`src/sv/asbu_pkg.sv`:
```
// Shared types and fixed constants of the additive sprite blitter.
package asbu_pkg;

  // Command codes carried by the command field
  localparam logic [1:0] CMD_FADE = 2'd0;
  localparam logic [1:0] CMD_DRAW = 2'd1;
  localparam logic [1:0] CMD_READ = 2'd2;
  localparam logic [1:0] CMD_NOP  = 2'd3;

  // Fixed field widths
  localparam int CMD_W  = 2;
  localparam int POS_W  = 10;
  localparam int LIFE_W = 8;
  localparam int PIX_W  = 8;
  localparam int BLUE_W = 7;

  // Life value at which the brightness level reaches its top
  localparam int LIFE_OFFSET = 100;

  // v / 3 for 8-bit v as a reciprocal multiply: (v * 342) >> 10
  localparam int DIV3_W     = 17;
  localparam int DIV3_MUL   = 342;
  localparam int DIV3_SHIFT = 10;

  // One pixel step from the walker into the memory pipeline
  typedef struct packed {
    logic       valid;      // step present
    logic       clear;      // reset clearing pass, write zero
    logic [1:0] cmd;        // command of the transaction
    logic       in_bounds;  // pixel lies inside the frame
    logic       last;       // final step of the transaction
  } step_t;

endpackage

```
`src/sv/asbu_walker.sv`:
```
// Step sequencer: clearing pass, fade sweep, sprite scan and single read or unused command steps.
module asbu_walker #(
  parameter int FRAME_WIDTH  = 320,
  parameter int FRAME_HEIGHT = 200,
  parameter int SPRITE_SIDE  = 16,
  localparam int PIX_COUNT = FRAME_WIDTH * FRAME_HEIGHT,
  localparam int AW = $clog2(PIX_COUNT),
  localparam int KW = $clog2(SPRITE_SIDE * SPRITE_SIDE)
) (
  input  logic                       clk,
  input  logic                       rst,
  input  logic                       start,
  input  logic [asbu_pkg::CMD_W-1:0] cmd,
  input  logic [asbu_pkg::POS_W-1:0] px,
  input  logic [asbu_pkg::POS_W-1:0] py,
  output asbu_pkg::step_t            step,
  output logic [AW-1:0]              addr,
  output logic [KW-1:0]              shape_idx,
  output logic                       busy
);

  // Coordinates: position plus sprite offset, two guard bits for sign and range
  localparam int CW = asbu_pkg::POS_W + 2;
  localparam int SW = $clog2(SPRITE_SIDE);
  localparam int XW = $clog2(FRAME_WIDTH);
  localparam int YW = $clog2(FRAME_HEIGHT);

  localparam logic [2:0] ST_IDLE  = 3'd0;
  localparam logic [2:0] ST_CLEAR = 3'd1;
  localparam logic [2:0] ST_FADE  = 3'd2;
  localparam logic [2:0] ST_DRAW  = 3'd3;
  localparam logic [2:0] ST_ONE   = 3'd4;

  logic [2:0]                 state;
  logic [AW-1:0]              sweep;
  logic [SW-1:0]              sx;
  logic [SW-1:0]              sy;
  logic [KW-1:0]              k;
  logic [asbu_pkg::CMD_W-1:0] cmd_q;
  logic [asbu_pkg::POS_W-1:0] px_q;
  logic [asbu_pkg::POS_W-1:0] py_q;

  logic [CW-1:0] cx;
  logic [CW-1:0] cy;
  logic          pos_inside;
  logic [AW-1:0] pix_addr;
  logic          sweep_last;
  logic          scan_last;

  // Pixel position of the current sprite step and its frame address
  always_comb begin
    cx = {{(CW - asbu_pkg::POS_W){px_q[asbu_pkg::POS_W-1]}}, px_q} + CW'(sx);
    cy = {{(CW - asbu_pkg::POS_W){py_q[asbu_pkg::POS_W-1]}}, py_q} + CW'(sy);
    pos_inside = !cx[CW-1] && (cx < CW'(FRAME_WIDTH)) &&
                 !cy[CW-1] && (cy < CW'(FRAME_HEIGHT));
    pix_addr = AW'(cy[YW-1:0]) * AW'(FRAME_WIDTH) + AW'(cx[XW-1:0]);
  end

  assign sweep_last = (sweep == AW'(PIX_COUNT - 1));
  assign scan_last  = (sx == SW'(SPRITE_SIDE - 1)) && (sy == SW'(SPRITE_SIDE - 1));

  // Present one step per cycle from the active state
  always_comb begin
    step      = '0;
    addr      = pix_addr;
    shape_idx = k;
    case (state)
      ST_CLEAR: begin
        step.valid     = 1'b1;
        step.clear     = 1'b1;
        step.cmd       = asbu_pkg::CMD_FADE;
        step.in_bounds = 1'b1;
        step.last      = sweep_last;
        addr           = sweep;
      end
      ST_FADE: begin
        step.valid     = 1'b1;
        step.cmd       = asbu_pkg::CMD_FADE;
        step.in_bounds = 1'b1;
        step.last      = sweep_last;
        addr           = sweep;
      end
      ST_DRAW: begin
        step.valid     = 1'b1;
        step.cmd       = asbu_pkg::CMD_DRAW;
        step.in_bounds = pos_inside;
        step.last      = scan_last;
      end
      ST_ONE: begin
        step.valid     = 1'b1;
        step.cmd       = cmd_q;
        step.in_bounds = pos_inside && (cmd_q == asbu_pkg::CMD_READ);
        step.last      = 1'b1;
      end
      default: begin
        step = '0;
      end
    endcase
  end

  assign busy = (state != ST_IDLE);

  // Advance the sequencer
  always_ff @(posedge clk) begin
    if (rst) begin
      state <= ST_CLEAR;
      sweep <= '0;
      sx    <= '0;
      sy    <= '0;
      k     <= '0;
    end else begin
      case (state)
        ST_IDLE: begin
          if (start) begin
            sweep <= '0;
            sx    <= '0;
            sy    <= '0;
            k     <= '0;
            if (cmd == asbu_pkg::CMD_FADE) begin
              state <= ST_FADE;
            end else if (cmd == asbu_pkg::CMD_DRAW) begin
              state <= ST_DRAW;
            end else begin
              state <= ST_ONE;
            end
          end
        end
        ST_CLEAR, ST_FADE: begin
          sweep <= sweep + AW'(1);
          if (sweep_last) begin
            state <= ST_IDLE;
          end
        end
        ST_DRAW: begin
          k <= k + KW'(1);
          if (sx == SW'(SPRITE_SIDE - 1)) begin
            sx <= '0;
            sy <= sy + SW'(1);
          end else begin
            sx <= sx + SW'(1);
          end
          if (scan_last) begin
            state <= ST_IDLE;
          end
        end
        ST_ONE: begin
          state <= ST_IDLE;
        end
        default: begin
          state <= ST_IDLE;
        end
      endcase
    end
  end

  // Hold the transaction fields
  always_ff @(posedge clk) begin
    if (start && (state == ST_IDLE)) begin
      cmd_q <= cmd;
      px_q  <= px;
      py_q  <= py;
    end
  end

endmodule

```
`config.mk`:
```
export PLATFORM = sky130hd
export DESIGN_NAME = asbu_walker
export DESIGN_NICKNAME = d
export VERILOG_FILES = /design/src/sv/asbu_pkg.sv /design/src/sv/asbu_walker.sv
export SDC_FILE = /design/constraint.sdc
export NUM_CORES = 1
export LEC_CHECK = 0
export BUFFER_PORTS_ARGS = -buffer_cell sky130_fd_sc_hd__clkbuf_2
export CORE_MARGIN = 4
export CORE_UTILIZATION = 62
export CTS_BUF_LIST = sky130_fd_sc_hd__clkbuf_4 sky130_fd_sc_hd__clkbuf_8 sky130_fd_sc_hd__clkbuf_16
export CTS_CLUSTER_SIZE = 30
export DETAILED_ROUTE_END_ITERATION = 6
export PLACE_DENSITY = 0.86
export SLEW_MARGIN = 10
export SYNTH_ARGS = -nofsm -noshare
export SYNTH_HDL_FRONTEND = slang
export SYNTH_SLANG_ARGS = --single-unit
```
`constraint.sdc`:
```
create_clock -name clk -period 6.25 [get_ports clk]
set_input_delay 1.25 -clock clk [delete_from_list [all_inputs] [get_ports clk]]
set_output_delay 1.25 -clock clk [all_outputs]
set_load 0.1 [all_outputs]
```
==> summary.md <==
| Metric | Value |
|---|---|
| Port Buf Inserts | 55 |
| Switching Share | 22.2% |
| Post-Syn Area | 3650 µm² |
| CP Cell Sequence | ha_1, a211oi_2, nor2_1, nor2_1, ha_1, ha_1, fa_1, xor2_1, nand2_1, nor3_1, nand4_1, xnor2_1, o21ai_1, clkbuf_2 |
| Worst-Margin Slew | 1.18 ns |
| CTS resizes | 0 |
| Seq cells post-synth | 57 |
| HP Start | sweep[7]$_SDFFE_PP0P_ |
| Vias per Instance | 5.66 |
| Commonest non-fill, non-tap cells in the layout | nor2_1 (60), clkbuf_2 (55), nand2_1 (43), dfxtp_1 (35), ha_1 (23) |
| FMAX | 178 MHz |
| Gate count after technology mapping | between 400 and 500 |
| Syn-to-layout area delta | 13.3% |
| Share of layout cells above drive strength 1 | 19.9% |
| Internal Power | between 0.0005 and 0.0006 W |
| Die area | approximately 7200 µm² |
| WL per Instance | ~14 µm |
| Register area share after synthesis | 37.3% |
| CTS tree | built |
| Post-route DRC | 0 |
| Post-synth ARST share | 0% |
| Post-synthesis simple-gate area fraction | 23.2% |
| Worst slew margin | 21.1% |
| R2R Path End | shape_idx[3]$_SDFFE_PP0P_ |
| Antenna violations before repair | 0 |
| First-pass GRT wire length | 13,300 µm |
| Leak | 1.72 nW |
| Post-Synth Adder-Cell Area | 10.1% |
| Num CTS Buffers | 9 |
| Final Max Tran Viols | 0 |
| Worst endpoint required time | 5.00 ns |
| Synthesized area per cell | roughly 9 µm² |
| EDFF count, synth | 22 |
| GPL Wtd Cong | between 0.8 and 0.9 |
| Placed cells | between 500 and 600 |
| Synth unique cells | 62 |
| Post-Syn Nets | between 400 and 500 |
| Global-route usage over all layers | 22.7% |
| Crit-path max cell delay | 0.48 ns |
| Worst Hold Endpoint | sweep[7]$_SDFFE_PP0P_ |
| Setup TNS | 0 ns |
| Yosys top cell by area | dfxtp_1 |
| Initial Util | 65.0% |
| TritonCTS Sinks | 57 |
| Final min period | 5.60 ns |
| Power Dens Cells | roughly 180 nW/µm² |
| Slowest cell on crit path | clkbuf_2 |
| CP endpoint kind | output port |
| Hold depth | 2 |
| Pre-Repair DR Iteration Count | 5 |
| HP Class | flip-flop to flip-flop |
| Most used DFF post-synth | dfxtp_1 |
| Xor/xnor share of the synthesized area | 9.37% |
| Psw | 0.000167 W |
| H-tree levels | 3 |
| Most common cell after layout, fill and taps aside | nor2_1 |
| Final setup violation count | 0 |
| Area share of the largest cell type after synthesis | between 10% and 20% |
| Setup ws final | 0.647 ns |
| Peak fanout along the critical path | 4 |
| GR Overflow Total | 0 |
| Crit path DAT | 4.35 ns |
| Final non-filler cell total | 540 |
| Max_cap viols | 0 |
| Worst path buffer plus inverter count | 1 |
| Insertion delay to the later sink of the worst-skew pair | 0.33 ns |
| Reg power frac | approximately half |
| ANT cells | 0 |
| Clk_skew | 0.00642 ns |
| Critical path class | flip-flop to output port |
| Die X | 84.7 µm |
| Clk pin slew, worst setup/hold paths | around 0.06 ns |
| Final nets | 515 |
| Synth area leaders | dfxtp_1 (19%), edfxtp_1 (18%), ha_1 (7.9%) |
| Crit path max-delay family | adder cells |
| Post-CTS Hold Fix Bufs | 0 |
| RSZ-0062 raised after global routing | no |
| Worst reg2reg setup slack | 4.17 ns |
| Boundary Pins | 56 |
| Mux cell area share after synthesis | 1.89% |
| Compound-cell area share of the yosys netlist | 14.6% |
| Initial DRC Count | 165 |
| R2R Path Start | state[1]$_SDFFE_PP0P_ |
| Die Y | 84.7 µm |
| Core Area | 5610 µm² |
| R2R depth | 6 |
| Max VDD drop | between 0.15 and 0.2 mV |
| Gate power share | 4.1% |
| Setup slack at placement | 1.01 ns |
| Largest net degree at the start of global routing | 32 |
| Most frequent CP cell | ha_1 |
| Period utilization | about nine tenths |
| Run status | completed |
| Dpl hpwl | 5790 µm |
| Rows | 27 |
| Final hold vios | 0 |
| Syn. warnings | 0 |
| # Post-CTS Setup Buffers | 0 |
| Maximum clock path buffer count | 2 |
| Clock power share | 44.5% |
| Vias in the first global route | 3,012 |
| Clock root cell | clkbuf_8 |
| Largest family of logic cells by synthesized area | simple AND/OR/NAND/NOR gates |
| DR vias | 3,057 |
| Post-route ant nets | 0 |
| Routed wire length | 7590 µm |
| Worst setup SP type | flip-flop |
## kinds of logic (layout without fill, tap and decap cells)
group | count (synthesis) | after routing
fa+ha+maj | 27 | 27
flops | 57 | 57
compound gates | 82 | 82
mux | 6 | 6
simple gates | 173 | 173
buf+inv | 26 | 84
xor+xnor | 39 | 39
## flip-flops by register name (all words and copies together) (netlist names)
signal,count
sy,4
sweep,16
cmd_q,2
py_q,10
shape_idx,8
state,3
px_q,10
sx,4
## per-stage QoR
stage	util [%]	instance area [µm²]	hold WS, ns	total power (W)
floorplan	-	3650	0.454	0.000417
global placement	70.2	3940	0.466	0.000427
detailed placement	70.2	3940	0.481	0.000428
CTS	73.7	4130	0.489	0.000764
global route	73.7	4130	0.524	0.000787
finish	73.7	4130	0.487	0.000756
## power by group through the flow
| stage | sequential, W | clock (W) | combinational, W |
|---|---|---|---|
| CTS | 0.000389 | 0.000344 | 0.0000311 |
| finish | 0.000389 | 0.000336 | 0.0000308 |
| global placement | 0.000397 | 0 | 0.0000303 |
| floorplan | 0.000397 | 0 | 0.0000204 |
| detailed placement | 0.000397 | 0 | 0.0000310 |
| global route | 0.000389 | 0.000364 | 0.0000333 |
## worst max path at each step
stage               cells after the start               start        to  slack, ns
global route                           14  sy[1]$_SDFFE_PP0P_  addr[15]       0.29
detailed placement                     14   py_q[1]$_DFFE_PP_  addr[15]       1.01
CTS                                    14   py_q[1]$_DFFE_PP_  addr[15]       0.64
global placement                       14   py_q[1]$_DFFE_PP_  addr[15]       1.20
finish                                 14   py_q[1]$_DFFE_PP_  addr[15]       0.65
floorplan                              14   px_q[0]$_DFFE_PP_  addr[12]       0.17
## synthesized netlist by cell type, drive strengths merged (2+ instances only)
cell type  instances
a211oi             9
a21o               4
a21oi             23
a311oi             2
a31oi              2
and2               5
and3               7
buf                9
clkbuf             4
dfxtp             35
edfxtp            22
fa                 4
ha                23
inv               13
mux2               4
mux2i              2
nand2             43
nand2b             5
nand3             20
nand4              5
nor2              63
nor2b              3
nor3               7
nor3b              3
o21ai             28
o31ai              3
or2                3
or3                3
xnor2             18
xor2              21
## area by class of cell
cell class / count / area (µm²)
inverter: 13 / 48.8
sequential: 57 / 1360
clock buffer: 11 / 139
tap: 72 / 90.1
fill: 406 / 1480
timing repair buffer: 55 / 275
clock inverter: 5 / 56.3
multi-input combinational: 327 / 2160
## worst min-delay path, stage by stage, from the launching register on
cell	delay, ns
dfxtp_1	0.33
nand2_1	0.06
a21oi_1	0.05
## per-layer routing
layer | up-vias | global-route usage (%) | part of all wire [%]
li1 | 1555 | - | -
met1 | 1413 | 29.0 | 46
met2 | 81 | 37.4 | 48
met3 | 8 | 6.97 | 5.0
met4 | 0 | 5.90 | 0.99
met5 | - | 0 | 0
No activity file was read; power rests on OpenSTA's default activity.
