File: config.mk
export PLATFORM = sky130hd
export DESIGN_NAME = asbu_shape_rom
export DESIGN_NICKNAME = d
export VERILOG_FILES = /design/src/sv/asbu_shape_rom.sv
export SDC_FILE = /design/constraint.sdc
export NUM_CORES = 1
export LEC_CHECK = 0
export BUFFER_PORTS_ARGS = -buffer_cell sky130_fd_sc_hd__buf_2
export CAP_MARGIN = 40
export CORE_AREA = 2 2 64 66
export DETAILED_ROUTE_END_ITERATION = 16
export DIE_AREA = 0 0 66 68
export PLACE_DENSITY = 0.78
export RECOVER_POWER = 50
export REMOVE_ABC_BUFFERS = 1
export SLEW_MARGIN = 0
export SYNTH_ARGS = -nofsm -noshare
export SYNTH_HDL_FRONTEND = slang
export SYNTH_SLANG_ARGS = --single-unit
File: constraint.sdc
create_clock -name vclk -period 2.75
set_clock_uncertainty 0.15 [all_clocks]
set_input_delay 0.275 -clock vclk [all_inputs]
set_output_delay 0.275 -clock vclk [all_outputs]
set_load 0.01 [all_outputs]
File: src/sv/asbu_shape_rom.sv
// Radial sprite base shape, built as a constant table at elaboration.
module asbu_shape_rom #(
  parameter int SPRITE_SIDE = 16,
  localparam int KW = $clog2(SPRITE_SIDE * SPRITE_SIDE)
) (
  input  logic [KW-1:0] idx,
  output logic [7:0]    base
);

  // floor(255 * (1 - 2d/side)) clamped at 0, exact in integers:
  // find the smallest m with (m*side)^2 >= 260100 * d^2, value 255 - m
  function automatic logic [7:0] shape_val(input int x, input int y);
    longint half;
    longint dx;
    longint dy;
    longint target;
    longint lo;
    longint hi;
    longint mid;
    longint t;
    half   = longint'(SPRITE_SIDE >> 1);
    dx     = longint'(x) - half;
    dy     = longint'(y) - half;
    target = 64'd260100 * (dx * dx + dy * dy);
    lo     = 0;
    hi     = 64'd1 << 20;
    for (int i = 0; i < 22; i++) begin
      if (lo < hi) begin
        mid = (lo + hi) >> 1;
        t   = mid * longint'(SPRITE_SIDE);
        if (t * t >= target) begin
          hi = mid;
        end else begin
          lo = mid + 1;
        end
      end
    end
    if (lo >= 255) begin
      return 8'd0;
    end
    return 8'(255 - lo);
  endfunction

  logic [7:0] shape_tab [SPRITE_SIDE * SPRITE_SIDE];

  // Fill the table one entry per sprite pixel
  for (genvar gy = 0; gy < SPRITE_SIDE; gy++) begin : g_row
    for (genvar gx = 0; gx < SPRITE_SIDE; gx++) begin : g_col
      localparam logic [7:0] ENTRY = shape_val(gx, gy);
      assign shape_tab[gy * SPRITE_SIDE + gx] = ENTRY;
    end
  end

  assign base = shape_tab[idx];

endmodule

==> results of run 1 <==
-- power by group through the flow --
stage / registers [mW] / clock network [mW] / logic, mW
floorplan: 0 / 0 / 0.206
global placement: 0 / 0 / 0.380
detailed placement: 0 / 0 / 0.378
CTS: 0 / 0 / 0.380
global route: 0 / 0 / 0.423
finish: 0 / 0 / 0.393
-- worst paths after layout --
path | depth (start not counted) | startpoint | slack, ns | endpoint
min | 3 | idx[7] | 0.91 | base[6]
max | 11 | idx[0] | 0.06 | base[3]
-- tightest hold or removal path, cell delays in order --
cell and delay (ns):
buf_2 0.23, a32oi_1 0.15, clkbuf_1 0.13
-- cells by family after synthesis --
group                    after synthesis  synth area share, %
AO/OA/AOI/OAI                        117                 45.9
AND/OR/NAND/NOR                      104                 28.7
buffers and inverters                 36                 10.0
adder cells (fa/ha/maj)               13                 8.79
multiplexers                          11                 6.63
-- metrics by stage --
stage / hold slack [ns] / utilization (%) / setup WS [ns] / cell area, um2 / instances
finish: 0.913 / 55.5 / 0.0621 / 2140 / 354
global placement: 0.894 / 55.1 / 0.0865 / 2130 / 354
CTS: 0.893 / 55.1 / 0.0975 / 2130 / 354
detailed placement: 0.895 / 55.1 / 0.0991 / 2130 / 354
floorplan: 0.515 / - / 0.240 / 1700 / 253
global route: 0.947 / 55.5 / 0.00957 / 2140 / 354
-- area by class of cell --
| class | instances | area [um2] | share of cell area (%) |
|---|---|---|---|
| tap | 50 | 62.6 | 2.93 |
| multi-input combinational | 245 | 1680 | 78.5 |
| inverter | 8 | 30.0 | 1.40 |
| timing repair buffer | 51 | 367 | 17.1 |
-- timing repair --
item / CTS / global route
gates resized for setup: 0 / 4
setup endpoints to repair: 0 / 3
hold buffers: 0 / 0
-- cells in the final DEF, fill, tap and decap left out, drive strengths merged, types with 7 or more instances in the layout --
| cell type | netlist | layout |
|---|---|---|
| nor2 | 21 | 21 |
| nand2b | 7 | 7 |
| ha | 13 | 13 |
| a31oi | 9 | 9 |
| o211ai | 12 | 12 |
| a21oi | 18 | 18 |
| nor3 | 11 | 11 |
| o21ai | 23 | 23 |
| nand2 | 27 | 27 |
| inv | 8 | 8 |
| nor2b | 15 | 15 |
| mux2i | 10 | 10 |
| buf | 19 | 49 |
-- metal layers --
metal,vias to the layer above,GRT usage [%],share of wire [%]
li1,1121,-,-
met5,-,0,0
met1,1095,43.8,41
met4,0,10.2,2.2
met3,16,1.32,9.5
met2,151,55.9,47
==> summary.txt, run 1 <==
Outcome: finished, final reports clean
Count leader, synth: nand2_1
Pwr dens: 184 nW/um2
Sequential Area: 0 um2
Largest area contributor in the synthesized netlist: ha_1
Antenna violation net count after detailed routing: 0
Most instantiated cells after synthesis: nand2_1, nor2_1, a21oi_1
Count of different cell masters after synthesis: 58
Cell Rows: 23
DRC: 0
Initial antenna violation count: 0
Final hold vios: 0
Layout clock buffer count: 0
HPWL after DPL: 5.35 mm
CP Cell Sequence: buf_2 > inv_1 > buf_4 > ha_2 > and2b_1 > a211oi_1 > a311oi_1 > buf_4 > o31ai_1 > a221oi_1 > buf_2
CP arrival: 2.26 ns
Worst Hold Class: in2out
Slew Limit Fails: 0
Post-CTS Setup Bufs: 0
FILL cells: 384
Synth-to-layout area growth: 15.6%
Total GRT Usage: 32.4%
Layout cells sized above 1: 21.1%
Comb power frac: 100.0%
Starting density of the core: 48.0%
Sequential share of the synthesized area: 0%
Port bufs: 16
Worst vdd ir: 0.0927 mV
Fin nets: 327
Family with the most delay on the worst path: compound AO/OA/AOI/OAI gates
Slowest stage delay, CP: 0.33 ns
Max Freq: 0.372 GHz
RSZ-0062 raised after global routing: no
Synthesized area per cell: 6.59 um2
FFs & Latches: 0
Iter 0 DRT Violations: 250
Sequential share of power: 0%
Final setup viols: 0
CP max FO: 8
Vias: 2383
Sw Share: 59.7%
Remaining global-route overflow: 0
Largest net degree at the start of global routing: 29
Post-Synthesis Cell Area: 1850 um2
Drt wl/cell: 20.2 um
First-pass GRT wire length: 11.2 mm
Cells after synthesis: 281
CP startpoint kind: input port
CP max stage cell: o31ai_1
Router iterations before antenna repair: 4
Pwr Total: 393 uW
Internal Power: 158 uW
Die Wd: 66 um
Tmin final: 2.69 ns
Crit path kind: in2out
CP endpoint kind: primary output
Max cap viols: 0
Synth area leaders: ha_1, nand2_1, mux2i_1, nor2b_1, o211ai_1
CP Buf/Inv Count: 5
Clock power share: 0%
N_diodes: 0
Vias in the first global route: 2121
Slew HR: 68.0%
Leakage: 0.876 nW
Die area: 4490 um2
WP data required: 2.33 ns
Routability cong.: 1.01
Top cell type's share of synthesized area: 8.79%
Routed vias/inst: 6.73
CORE AREA: 3860 um2
NetSw: 235 uW
Chip Height: 68 um
Worst-Margin Slew: 0.480 ns
Period utilisation layout: 97.7%
Ports: 16
Setup TNS: 0 ns
Synth Warn #: 0
Final WL: 7.16 mm
No activity file was read; power rests on OpenSTA's default activity.
==> inputs of run 2 (changes only) <==
--- a/config.mk
+++ b/config.mk
@@ -10,6 +10,7 @@
 export CORE_AREA = 2 2 64 66
 export DETAILED_ROUTE_END_ITERATION = 16
 export DIE_AREA = 0 0 66 68
+export MAX_ROUTING_LAYER = met4
 export PLACE_DENSITY = 0.78
 export RECOVER_POWER = 50
 export REMOVE_ABC_BUFFERS = 1
==> summary.txt, run 2 (synthesis results as in run 1) <==
Period utilisation layout: 95.3%
DRC: 0
HP Start: idx[7]
Iter 0 DRT Violations: 254
Finished Layout Cells: 353
Clock power share: 0%
Family with the most delay on the worst path: compound AO/OA/AOI/OAI gates
Antenna violation net count after detailed routing: 0
NetSw: 230 uW
Tmin final: 2.62 ns
Crit path from: idx[0]
RSZ-0062 raised after global routing: no
Layout clock buffer count: 0
Sequential Area: 0 um2
CP max stage cell: ha_1
Worst path most repeated cell: buf_2
Cells after DPL: 353
Routability cong.: 1.00
Chip Height: 68 um
Synth-to-layout area growth: 14.1%
Starting density of the core: 48.0%
Layout cells sized above 1: 20.8%
Worst-Margin Slew: 0.482 ns
Vias: 2421
Router iterations before antenna repair: 5
Cell Rows: 23
CP startpoint kind: input port
CP Buf/Inv Count: 3
Drt wl/cell: 19.9 um
FILL cells: 403
Internal Power: 156 uW
Largest net degree at the start of global routing: 27
Sequential share of power: 0%
Max Freq: 0.382 GHz
Final hold vios: 0
Vias in the first global route: 2174
Crit path kind: in2out
Die Wd: 66 um
Sw Share: 59.6%
Worst vdd ir: 0.0989 mV
CP endpoint kind: primary output
Final core occ: 54.8%
Comb power frac: 100.0%
Pwr Total: 386 uW
HPWL after DPL: 5.28 mm
CP max FO: 16
Setup TNS: 0 ns
Final setup viols: 0
Worst Hold Class: in2out
Max cap viols: 0
Leakage: 0.861 nW
Fin nets: 326
Die area: 4490 um2
Slowest stage delay, CP: 0.31 ns
WP data required: 2.33 ns
CP arrival: 2.20 ns
CP Cell Sequence: buf_2 > buf_4 > ha_1 > and2_1 > o32ai_4 > o21ai_1 > o211a_1 > o21ba_1 > a221oi_1 > buf_2
N_diodes: 0
Post-cts hold buffer count: 0
Slew HR: 67.9%
Remaining global-route overflow: 0
Total GRT Usage: 32.3%
Pwr dens: 183 nW/um2
Port bufs: 16
Slew Limit Fails: 0
CORE AREA: 3860 um2
FFs & Latches: 0
First-pass GRT wire length: 11.0 mm
Routed vias/inst: 6.86
Ports: 16
Final WL: 7.03 mm
Multi-input logic area: 1670 um2
Commonest non-fill, non-tap cell in the layout: buf_4
Outcome: finished, final reports clean
Initial antenna violation count: 0
Most frequent cells in the layout: buf_4, nand2_1, nor2_1
==> run 2: layer usage <==
| layer | track usage, % | vias to the layer above | wire (um) |
|---|---|---|---|
| met2 | 53.4 | 160 | 3190 |
| met4 | 13.3 | 0 | 257 |
| li1 | - | 1122 | - |
| met1 | 41.0 | 1115 | 2940 |
| met3 | 2.63 | 24 | 643 |
| met5 | - | - | 0 |
==> run 2: what timing repair did <==
item,CTS,global route
setup endpoints to repair,0,4
resized for setup,0,5
buffers inserted,0,0
==> run 2: power groups by stage <==
stage                     sequential, mW  combinational, mW  clock [mW]
final                                  0              0.386           0
after global routing                   0              0.416           0
after global placement                 0              0.374           0
after detailed placement               0              0.375           0
after floorplan                        0              0.206           0
after CTS                              0              0.375           0
==> run 2: path summary, 6_finish.rpt <==
check / end / cells after the start
worst max-delay path: base[3] / 10
worst min-delay path: base[6] / 3
==> run 2: layout make-up <==
cell class                 instances  share of cell area [%]
inverter                           8                    1.42
multi-input combinational        245                    79.1
tap                               50                    2.96
timing repair buffer              50                    16.5
==> run 2: metrics by stage <==
stage | setup slack, ns | hold WS (ns) | area (um2)
2_1_floorplan | 0.240 | 0.515 | 1700
3_3_place_gp | 0.154 | 0.887 | 2110
3_5_place_dp | 0.119 | 0.891 | 2110
4_1_cts | 0.123 | 0.889 | 2110
5_1_grt | 0.00301 | 0.915 | 2110
6_report | 0.129 | 0.905 | 2110
==> run 2: worst min-delay path, stage by stage <==
cell,delay (ns)
buf_2,0.24
a32oi_1,0.14
clkbuf_1,0.13
==> inputs of run 3 (changes only) <==
--- a/config.mk
+++ b/config.mk
@@ -5,11 +5,12 @@
 export SDC_FILE = /design/constraint.sdc
 export NUM_CORES = 1
 export LEC_CHECK = 0
+export ABC_AREA = 1
 export BUFFER_PORTS_ARGS = -buffer_cell sky130_fd_sc_hd__buf_2
 export CAP_MARGIN = 40
-export CORE_AREA = 2 2 64 66
+export CORE_AREA = 8 8 68 70
 export DETAILED_ROUTE_END_ITERATION = 16
-export DIE_AREA = 0 0 66 68
+export DIE_AREA = 0 0 76 78
 export MAX_ROUTING_LAYER = met4
 export PLACE_DENSITY = 0.78
 export RECOVER_POWER = 50
==> summary.txt, run 3 <==
Worst Hold Class: in2out
Most frequent cells in the layout: nand2_1, nand3_1, nor2_1
Largest area contributor in the synthesized netlist: nand2_1
Die Wd: 76 um
Max Freq: 0.408 GHz
Layout clock buffer count: 0
Worst-Margin Slew: 0.458 ns
Drt wl/cell: 14.1 um
Ports: 16
CP endpoint kind: primary output
Most instantiated cells after synthesis: nand2_1, nand3_1, nor2_1
Tmin final: 2.45 ns
Layout cells sized above 1: 9.67%
DRC: 0
Post-Synthesis Cell Area: 1700 um2
Chip Height: 78 um
Setup TNS: 0 ns
CP Cell Sequence: buf_2 > inv_1 > ha_1 > inv_1 > nand3_1 > o21ai_1 > o21ai_1 > nand3_1 > a21oi_1 > nor2_1 > buf_2
Routability cong.: 1.05
Period utilisation layout: 89.1%
Iter 0 DRT Violations: 414
Slew Limit Fails: 0
HPWL after DPL: 4.42 mm
Count of different cell masters after synthesis: 21
Dpl ws: 0.348 ns
Internal Power: 107 uW
Cells after synthesis: 359
NetSw: 224 uW
Synth area leaders: nand2_1, nand3_1, ha_1, nor2_1, a21oi_1
Placed instance area: 1770 um2
N_diodes: 0
Total GRT Usage: 19.5%
Port bufs: 16
Sequential Area: 0 um2
Sequential share of power: 0%
Routed vias/inst: 5.83
Leakage: 1.02 nW
Slowest stage delay, CP: 0.38 ns
CP Buf/Inv Count: 4
CP max stage cell: ha_1
Router iterations before antenna repair: 5
Final setup viols: 0
Post-cts gate resize count: 0
Max cap viols: 0
Outcome: finished, final reports clean
Synthesized area per cell: 4.74 um2
Hold EP: base[1]
CP arrival: 2.03 ns
Comb power frac: 100.0%
Pwr dens: 188 nW/um2
Count leader, synth: nand2_1
Remaining global-route overflow: 0
CP startpoint kind: input port
Synth-to-layout area growth: 3.45%
First-pass GRT wire length: 9.83 mm
CP max FO: 12
Sw Share: 67.8%
Antenna violation net count after detailed routing: 0
Fin nets: 385
Family with the most delay on the worst path: buffers and inverters
RSZ-0062 raised after global routing: no
Worst setup margin: 0.299 ns
Final hold vios: 0
Sequential share of the synthesized area: 0%
Cell area after layout: 1760 um2
Hold-critical path depth: 4
HP Start: idx[7]
Cell Rows: 22
Crit path kind: in2out
Post-CTS Setup Bufs: 0
Final core occ: 49.6%
Clock power share: 0%
Commonest non-fill, non-tap cell in the layout: nand2_1
Vias: 2391
CORE AREA: 3550 um2
Vias in the first global route: 2105
Largest net degree at the start of global routing: 28
Initial antenna violation count: 0
Slew HR: 69.4%
Synth Warn #: 0
Worst vdd ir: 0.0736 mV
Top cell type's share of synthesized area: 30.6%
WP data required: 2.33 ns
Starting density of the core: 48.0%
Die area: 5930 um2
Post-cts hold buffer count: 0
FFs & Latches: 0
Final WL: 5.80 mm
## run 3: cell count changes in the layout (fill, tap and decap cells not counted), sizes merged, moves of 12 or more
cell | previous run | this run
nand3 | 6 | 80
nand2 | 27 | 144
nor2b | 15 | 0
o211ai | 12 | 0
o21ai | 23 | 9
inv | 8 | 28
nor2 | 21 | 38
buf | 48 | 23
## run 3: cells by family (layout without fill, tap and decap cells)
| logic type | Yosys count | after routing | synth area share [%] |
|---|---|---|---|
| and+or+nand+nor | 263 | 263 | 65.3 |
| buffers and inverters | 49 | 52 | 14.0 |
| AOI/OAI and AO/OA | 34 | 34 | 11.2 |
| adders and majority gates | 13 | 13 | 9.55 |
## run 3: metrics by stage
stage	std cells	power (mW)	hold slack, ns
floorplan	339	0.213	0.517
global placement	410	0.323	0.818
detailed placement	410	0.323	0.823
CTS	410	0.324	0.823
global route	410	0.372	0.871
finish	410	0.331	0.830
## run 3: power by group through the flow
stage | clock (mW) | combinational, mW | sequential, mW
detailed placement | 0 | 0.323 | 0
global route | 0 | 0.372 | 0
finish | 0 | 0.331 | 0
CTS | 0 | 0.324 | 0
global placement | 0 | 0.323 | 0
floorplan | 0 | 0.213 | 0
## run 3: layer usage
layer  global-route usage (%)  vias to the layer above  wire length [um]  part of all wire [%]
li1                         -                     1163                 -                     -
met1                     24.8                     1045              2410                    42
met2                     30.0                      157              2550                    44
met3                     1.50                       26               549                   9.5
met4                     10.0                        0               287                   4.9
met5                        -                        -                 0                     0
## run 3: how the worst max path moves through the flow
stage,startpoint,cells after the start,end
2_1_floorplan,idx[1],11,base[3]
3_3_place_gp,idx[1],11,base[6]
3_5_place_dp,idx[1],13,base[4]
4_1_cts,idx[1],13,base[4]
5_1_grt,idx[1],13,base[2]
6_report,idx[1],11,base[6]
## run 3: final cells by class
cell class                      count  area [um2]
Multi-Input combinational cell    310        1460
Tap cell                           48        60.1
Timing Repair Buffer               23         133
Inverter                           29         109
Fill cell                         400        1790
## run 3: worst min-delay path, stage by stage
cell and delay, ns:
buf_2 0.16, nand2_1 0.09, nand2_1 0.05, buf_2 0.13
